File: src/design/mcaba_pkg.sv
// mcaba_pkg: shared widths, constants and types for the block averager
// no dependencies; imported by mcaba_bank and multichannel_adc_block_averager
`default_nettype none

package mcaba_pkg;

   localparam int SAMPLE_W = 10;
   localparam int BYTE_W   = 8;
   localparam int CHAN_W   = 3;
   localparam int PHASE_W  = 2;
   localparam int SELECT_W = 4;
   localparam int SLOTS    = 3;
   localparam int SUM_W    = BYTE_W + 2;
   localparam int SHIFT    = 2;

   localparam logic [PHASE_W-1:0] PHASE_EMIT = 2'd0;

   localparam int REQ_DATA_W = 16;
   localparam int RSP_DATA_W = 16;

   typedef logic [BYTE_W-1:0] byte_type;
   typedef byte_type [SLOTS-1:0] row_type;

   typedef struct packed {
      logic                 en;
      logic [CHAN_W-1:0]    chan;
      logic [PHASE_W-1:0]   phase;
      byte_type             data;
   } bank_wr_type;

endpackage

`default_nettype wire

File: src/design/mcaba_bank.sv
// mcaba_bank: per-channel phase counters and three stored sample bytes
// depends on mcaba_pkg; instantiated by multichannel_adc_block_averager
`default_nettype none

module mcaba_bank #(
   parameter int NUM_AXES = 4
) (
   input  wire logic                            clock,
   input  wire logic                            reset,
   input  wire logic [mcaba_pkg::CHAN_W-1:0]    rd_chan,
   input  wire mcaba_pkg::bank_wr_type          wr,
   output      logic [mcaba_pkg::PHASE_W-1:0]   rd_phase,
   output      mcaba_pkg::row_type              rd_row
);
   import mcaba_pkg::*;

   localparam int IDX_W = (NUM_AXES > 1) ? $clog2(NUM_AXES) : 1;

   logic [PHASE_W-1:0] phase_ff [NUM_AXES];
   row_type            store_ff [NUM_AXES];

   logic [IDX_W-1:0] rd_idx;
   logic [IDX_W-1:0] wr_idx;

   assign rd_idx   = rd_chan[IDX_W-1:0];
   assign wr_idx   = wr.chan[IDX_W-1:0];
   assign rd_phase = phase_ff[rd_idx];
   assign rd_row   = store_ff[rd_idx];

   always_ff @(posedge clock) begin
      if (reset) begin
         for (int i = 0; i < NUM_AXES; i++) begin
            phase_ff[i] <= '0;
            store_ff[i] <= '0;
         end
      end else if (wr.en) begin
         phase_ff[wr_idx] <= wr.phase - PHASE_W'(1);
         if (wr.phase != PHASE_EMIT) begin
            store_ff[wr_idx][wr.phase - PHASE_W'(1)] <= wr.data;
         end
      end
   end

endmodule

`default_nettype wire

File: src/design/multichannel_adc_block_averager.sv
// multichannel_adc_block_averager: round-robin four-sample boxcar average per channel
// depends on mcaba_pkg and mcaba_bank
//
//   port group   dir  contents
//   req_*        in   one converter sample for the channel under the pointer
//   rsp_*        out  channel, block average and flag, next multiplexer select
//
// one sample per cycle sustained while rsp_tready is high; rsp valid follows the req
// accept through the input register and the result register; the
// phase, store and pointer update happen as a sample leaves the input register
// synchronous active-high reset clears the pointer, all phases and all stores
// rsp_tready low holds the result; the input register still takes one sample
`default_nettype none

module multichannel_adc_block_averager #(
   parameter int NUM_AXES = 4
) (
   input  wire logic                                clock,
   input  wire logic                                reset,
   input  wire logic                                req_tvalid,
   output      logic                                req_tready,
   input  wire logic [mcaba_pkg::REQ_DATA_W-1:0]    req_tdata,   // [9:0] sample
   output      logic                                rsp_tvalid,
   input  wire logic                                rsp_tready,
   output      logic [mcaba_pkg::RSP_DATA_W-1:0]    rsp_tdata,   // [2:0] channel,
                                                                 // [10:3] average,
                                                                 // [14:11] next_mux_select
   output      logic                                rsp_tuser    // [0] average_ready
);
   import mcaba_pkg::*;

   logic                  in_valid_ff, in_valid_in;
   logic [SAMPLE_W-1:0]   sample_ff;
   logic [CHAN_W-1:0]     channel_ff, channel_in;
   logic                  out_valid_ff, out_valid_in;
   logic [CHAN_W-1:0]     out_chan_ff;
   logic                  out_ready_ff;
   logic [BYTE_W-1:0]     out_avg_ff;
   logic [SELECT_W-1:0]   out_sel_ff;

   logic                  move;
   logic [PHASE_W-1:0]    phase;
   row_type               row;
   bank_wr_type           wr;
   byte_type              cur_byte;
   logic [SUM_W-1:0]      sum;
   logic [BYTE_W-1:0]     avg;
   logic                  emit;
   logic [CHAN_W-1:0]     next_chan;
   logic [SELECT_W-1:0]   next_sel;

   assign move       = in_valid_ff && (!out_valid_ff || rsp_tready);
   assign req_tready = !in_valid_ff || move;

   assign cur_byte = sample_ff[SAMPLE_W-1:SAMPLE_W-BYTE_W];
   assign emit     = (phase == PHASE_EMIT);
   assign sum      = SUM_W'(row[0]) + SUM_W'(row[1]) + SUM_W'(row[2]) + SUM_W'(cur_byte);
   assign avg      = emit ? sum[SUM_W-1:SHIFT] : '0;

   assign next_chan = (channel_ff >= CHAN_W'(NUM_AXES - 1)) ? '0 : channel_ff + CHAN_W'(1);
   assign next_sel  = SELECT_W'(next_chan) + SELECT_W'(1);

   assign wr.en    = move;
   assign wr.chan  = channel_ff;
   assign wr.phase = phase;
   assign wr.data  = cur_byte;

   mcaba_bank #(
      .NUM_AXES (NUM_AXES)
   ) u_bank (
      .clock    (clock),
      .reset    (reset),
      .rd_chan  (channel_ff),
      .wr       (wr),
      .rd_phase (phase),
      .rd_row   (row)
   );

   always_comb begin
      in_valid_in = in_valid_ff;
      if (req_tvalid && req_tready) begin
         in_valid_in = 1'b1;
      end else if (move) begin
         in_valid_in = 1'b0;
      end
      out_valid_in = out_valid_ff;
      if (move) begin
         out_valid_in = 1'b1;
      end else if (rsp_tready) begin
         out_valid_in = 1'b0;
      end
      channel_in = move ? next_chan : channel_ff;
   end

   always_ff @(posedge clock) begin
      if (reset) begin
         in_valid_ff  <= 1'b0;
         out_valid_ff <= 1'b0;
         channel_ff   <= '0;
      end else begin
         in_valid_ff  <= in_valid_in;
         out_valid_ff <= out_valid_in;
         channel_ff   <= channel_in;
      end
   end

   always_ff @(posedge clock) begin
      if (req_tvalid && req_tready) begin
         sample_ff <= req_tdata[SAMPLE_W-1:0];
      end
      if (move) begin
         out_chan_ff  <= channel_ff;
         out_ready_ff <= emit;
         out_avg_ff   <= avg;
         out_sel_ff   <= next_sel;
      end
   end

   assign rsp_tvalid = out_valid_ff;
   assign rsp_tuser  = out_ready_ff;
   assign rsp_tdata  = {{(RSP_DATA_W - SELECT_W - BYTE_W - CHAN_W){1'b0}},
                        out_sel_ff, out_avg_ff, out_chan_ff};

endmodule

`default_nettype wire
File: config.mk
export PLATFORM = sky130hd
export DESIGN_NAME = multichannel_adc_block_averager
export DESIGN_NICKNAME = d
export VERILOG_FILES = /design/src/design/mcaba_pkg.sv /design/src/design/mcaba_bank.sv /design/src/design/multichannel_adc_block_averager.sv
export SDC_FILE = /design/constraint.sdc
export NUM_CORES = 1
export LEC_CHECK = 0
export ABC_AREA = 1
export BUFFER_PORTS_ARGS = -buffer_cell sky130_fd_sc_hd__buf_4
export CELL_PAD_IN_SITES_DETAIL_PLACEMENT = 1
export CELL_PAD_IN_SITES_GLOBAL_PLACEMENT = 1
export CORE_ASPECT_RATIO = 1.25
export CORE_MARGIN = 5
export CORE_UTILIZATION = 49
export CTS_CLUSTER_DIAMETER = 150
export CTS_CLUSTER_SIZE = 16
export DETAILED_ROUTE_END_ITERATION = 12
export HOLD_SLACK_MARGIN = 0.05
export PLACE_DENSITY_LB_ADDON = 0.15
export SETUP_SLACK_MARGIN = 0.3
export SYNTH_ARGS = -nofsm -noshare
export SYNTH_HDL_FRONTEND = slang
export SYNTH_SLANG_ARGS = --single-unit
export TNS_END_PERCENT = 100
File: constraint.sdc
create_clock -name clock -period 5.5 [get_ports clock]
set_clock_uncertainty 0.15 [all_clocks]
set_input_delay 0.825 -clock clock [delete_from_list [all_inputs] [get_ports clock]]
set_output_delay 0.825 -clock clock [all_outputs]
set_load 0.01 [all_outputs]
Word level (Yosys, flattened, before mapping)
Memories as Yosys holds them, arrays and structs flattened. A register that Yosys moved wholly into a read port is not among the register bits.
Index checks and enable logic that the tools add are counted.
{ "word_totals": {"elab_cells": 58, "ramBits": 104, "reg_bits": 31, "memories": 2, "output_inout_bits": 19, "input_bits": 20} }
{ "op_classes": {"n_mux": 26, "n_lt_le_gt_ge": 3, "addsub": 6, "n_reduce_logical": 13} }
{ "mem_list": {"columns": ["memory", "words", "word_bits", "read_ports", "rd_ports_with_merged_regs", "wr", "line", "rtl"], "rows": [
  ["u_bank.store_ff", 4, 24, 1, 1, 4, "mcaba_bank.sv:20", "row_type store_ff [NUM_AXES];"],
  ["u_bank.phase_ff", 4, 2, 1, 1, 4, "mcaba_bank.sv:19", "logic [PHASE_W-1:0] phase_ff [NUM_AXES];"]
]} }
{ "op_table": {"columns": ["op", "count"], "rows": [
  ["$mux 24", 3],
  ["$reduce_or 24->1", 1],
  ["$demux 8 s2", 1],
  ["$mux 2", 7],
  ["$mux 1", 13],
  ["$add 10x8->10", 1],
  ["$add 9x8->10", 1],
  ["$add 8x8->9", 1],
  ["$mux 8", 1],
  ["$reduce_bool 2->1", 3],
  ["$add 3x1->4 const B", 1],
  ["$add 3x1->3 const B", 1],
  ["$ge 3x2->1 const B", 1],
  ["$logic_and 1x1->1", 3],
  ["$lt 2x3->1 const B", 1],
  ["$mux 3", 1],
  ["$ge 2x1->1 const B", 1],
  ["$logic_not 1->1", 2],
  ["$logic_not 2->1", 1],
  ["$logic_or 1x1->1", 2],
  ["$reduce_or 2->1", 1],
  ["$sub 2x1->2 const B", 1]
]} }

Longest topological paths before layout
{ "depth": {"depth_word": 8, "depth_mapped": 21, "ltp_nobuf": 18} }

Modules after synthesis
Synthesis repeated with hierarchy kept, for this count alone.
{ "hier_totals": {"cells_unflattened": 612, "area_unflattened_um2": 6565.0} }
{ "modules_own_cells": {"columns": ["module", "area_per_inst_um2", "instances", "seq_area_each_um2", "cells_each"], "rows": [
  ["mcaba_bank", 4705.8, 1, 3123.0, 416],
  ["multichannel_adc_block_averager", 1859.3, 1, 820.8, 196]
]} }

Worst setup path before layout
Ideal clock, no wire load.
{ "synth_path": {"kind": "register to register", "from": "register with a tool-made name", "to": "register out_avg_ff[5] (data pin)", "setup_time_ns": 0.253, "t_arrival_ns": 3.522, "slack_ns": 1.575, "stages_incl_launch_ff": 21, "synth_period_minus_slack_ns": 3.925, "n_path_buf": 3, "t_required_ns": 5.097, "cell_sequence": "dfxtp_1 -> buf_2 -> clkbuf_1 -> clkbuf_1 -> a21oi_1 -> a32o_1 -> fa_1 -> inv_1 -> fa_1 -> inv_1 -> nor2_1 -> and3_1 -> fa_1 -> nand3_1 -> nand2_1 -> nand2_1 -> nand2_1 -> a21oi_1 -> nand2_1 -> nand2_1 -> nor2_1"} }
{ "synth_rtl": {"columns": ["element", "line", "rtl"], "rows": [
  ["end signal, assigned", "multichannel_adc_block_averager.sv:114", "out_avg_ff <= avg;"],
  ["end, declared", "multichannel_adc_block_averager.sv:38", "logic [BYTE_W-1:0] out_avg_ff;"]
]} }

==> metrics.csv <==
stage,metric,value,unit
die,height of the die,137.6,um
die,Core Region,12720,um^2
synthesis,sequential area share after synthesis,62.42,%
critical_path,Setup Crit Path Kind,reg -> reg,
sta,TNS Setup,0,ps
sta,fmax,218.4,MHz
sta,worst hold slack,379.9,ps
die,Chip Width,112.1,um
drt,Iter 0 DRT Violations,285,
final_layout,number of diodes,0,
final_layout,nets,655,
sta,final period utilization,83.25,%
synthesis,Synth Instances,577,
final_layout,# fillers,1365,
synthesis,"FF+latch count, synth",135,
clock_network,clock sinks,135,
final_layout,layout cell share with drive strength beyond 1,11.63,%
sta,Final setup viols,0,
sta,hold violation count in the final report,0,
grt,GRT Total Usage,21.26,%
grt,first-pass GRT wire length,24760,um
clock_network,clk slew on worst S/H paths,60,ps
die,Core Rows,46,
critical_path,Reg2Reg Setup Slack,920,ps
drt,via count,4398,
critical_path,Reg2Reg Capture Point,u_bank.store_ff[1][17],
die,io pins,39,
clock_network,post-CTS sizing,0,
sta,Slew @ Worst Pin,1031,ps
drt,DRC viols,0,
grt,initial antenna violation count,0,
clock_network,clk_lat worst skew,420,ps
die,die area,15420,um^2
synthesis,count of cell types in the netlist,36,
min_path,Worst Hold Launch,channel_ff[2],
clock_network,CTS Buf Count,17,
final_layout,Area growth syn-to-layout,14.57,%
drt,Detail Route Antenna Nets,0,
min_path,Worst Hold Path EP,out_chan_ff[2],
critical_path,crit path DAT,4500,ps
synthesis,Async SR Flop Fraction,0,%
clock_network,cts hold-fix bufs,0,
synthesis,Post-synth EDFFs,128,
grt,vias in the first global route,4695,
place,Placer Congestion,0.8326,
power_and_ir_drop,leakage power,0.002991,uW
drt,TritonRoute pass-1 iters,5,
place,Port Buffers,29,
place,DP HPWL,11230,um
drt,Via-to-Cell Ratio,5.588,
critical_path,CP Launch Type,register,
grt,largest net degree at the start of global routing,53,
synthesis,Post-Syn Area,6382,um^2
grt,grt total ovfl,0,
power_and_ir_drop,worst vdd ir,210.4,uV
drt,wire per inst,20.12,um
synthesis,ys flop type,edfxtp_1,
clock_network,CTS Buffer Depth,2,
status,status,finished clean,
critical_path,CP Capture Type,register,
sta,fin. max-slew vios,0,
clock_network,H-Tree Level Count,4,
clock_network,clk root buf,clkbuf_16,
critical_path,worst endpoint required time,5420,ps
min_path,WHS Path Cells,0,
clock_network,CTS tree,yes,
sta,RSZ-0062 raised after global routing,false,
critical_path,CP max FO,30,
drt,final WL,15830,um
sta,final worst path period need,4579,ps
clock_network,setup repair bufs after CTS,0,
job,Max Cap Viol,0,
min_path,HP Class,reg -> reg,
synthesis,Synth Net Count,626,
critical_path,R2R depth,10,
sta,worst rel slew slack,31.20,%
synthesis,synth warn,0,
power_and_ir_drop,Power Dens Cells,388.6,nW/um^2
synthesis,Syn Area/Cell,11.06,um^2
die,Initial Util,50.18,%
==> metrics by stage <==
| step | cell area (um^2) | total power (uW) | cells | utilization (%) | setup WS [ps] |
|---|---|---|---|---|---|
| floorplan | 6382 | 1590 | 577 | - | 1575 |
| global placement | 6741 | 1717 | 755 | 53.00 | 1153 |
| detailed placement | 6741 | 1744 | 755 | 53.00 | 1014 |
| CTS | 7312 | 2852 | 787 | 57.49 | 905.3 |
| global route | 7312 | 2980 | 787 | 57.49 | 542.1 |
| finish | 7312 | 2842 | 787 | 57.49 | 921.1 |
==> worst max-delay path, stage by stage (launching register included) <==
cell     delay [ps]
dfxtp_1         400
inv_1           790
a21oi_1         100
a32oi_1         600
inv_1           180
ha_1            370
inv_1           210
nand3_2         170
nor2_1          330
nand3_1         410
nand2_1         490
==> cell usage in the layout (no fill, tap or decap), types with 4 or more instances in the layout <==
| cell | count |
|---|---|
| ha_1 | 13 |
| nand2_1 | 113 |
| dfxtp_1 | 7 |
| nand3_1 | 12 |
| o22ai_1 | 6 |
| edfxtp_1 | 128 |
| a31oi_1 | 5 |
| buf_4 | 34 |
| a32o_1 | 20 |
| o21ai_0 | 9 |
| clkinv_1 | 4 |
| inv_1 | 60 |
| nor2_1 | 99 |
| clkinv_2 | 5 |
| clkbuf_16 | 17 |
| a21oi_1 | 38 |
| fa_1 | 16 |
==> routing by layer <==
| metal | GRT usage [%] | vias up | part of all wire (%) |
|---|---|---|---|
| li1 | - | 2034 | - |
| met1 | 24.99 | 2235 | 41 |
| met2 | 39.10 | 109 | 54 |
| met3 | 4.657 | 20 | 4.3 |
| met4 | 6.212 | 0 | 1.2 |
| met5 | 0 | - | 0 |
==> registers in the layout, summed over array words and instances (netlist names), named ones only <==
| name | flops |
|---|---|
| rsp_tvalid | 1 |
| out_avg_ff | 8 |
| channel_ff | 3 |
| u_bank.phase_ff | 8 |
| out_sel_ff | 4 |
| u_bank.store_ff | 96 |
| rsp_tuser | 1 |
| sample_ff | 8 |
| out_chan_ff | 3 |
| in_valid_ff | 1 |
==> power breakdown <==
group          total [uW]  internal [uW]  switching [uW]
Sequential           1220           1190            22.0
Combinational         508            180             329
Clock                1120            703             415
==> how the worst max path moves through the flow <==
stage	from	end	slack, ps
floorplan	register	out_avg_ff[5]	1580
global placement	register	out_avg_ff[5]	1150
detailed placement	register	u_bank.store_ff[1][18]	1010
CTS	register	u_bank.store_ff[1][17]	910
global route	register	u_bank.store_ff[1][17]	540
finish	register	u_bank.store_ff[1][17]	920
==> cells in the mapped netlist (2+ instances only) <==
master / count / share of area [%]
inv_1: 60 / 3.5
inv_2: 3 / 0.18
nand3_1: 12 / 0.94
ha_1: 13 / 2.5
dfxtp_1: 7 / 2.2
nand2_1: 113 / 6.6
nand3_2: 3 / 0.47
o22ai_1: 6 / 0.59
a21oi_1: 38 / 3.0
buf_2: 4 / 0.31
nand4_2: 2 / 0.39
a32o_1: 20 / 3.1
o21bai_1: 2 / 0.24
o21ai_0: 9 / 0.71
fa_1: 16 / 5.0
a32oi_1: 2 / 0.27
edfxtp_1: 128 / 60
clkbuf_1: 15 / 0.88
buf_1: 3 / 0.18
a31oi_1: 5 / 0.49
nand4_1: 3 / 0.29
nor2_1: 99 / 5.8
==> cell type report <==
type | count | area [um^2] | area share (%)
Tap cell | 168 | 210.2 | 2.875
Timing Repair Buffer | 34 | 255.2 | 3.491
Inverter | 64 | 240.2 | 3.285
Multi-Input combinational cell | 354 | 2052 | 28.06
Clock buffer | 20 | 436.7 | 5.972
Clock inverter | 12 | 133.9 | 1.831
Sequential cell | 135 | 3984 | 54.48
==> logic make-up after synthesis <==
group | after synthesis | synth area share [%]
simple gates | 237 | 15.35
xor+xnor | 1 | 0.1373
other cells | 1 | 0.05876
compound gates | 86 | 9.038
flops | 135 | 62.42
fa+ha+maj | 29 | 7.567
buf+inv | 88 | 5.430
Note: power is estimated with default switching activity, not from simulation.
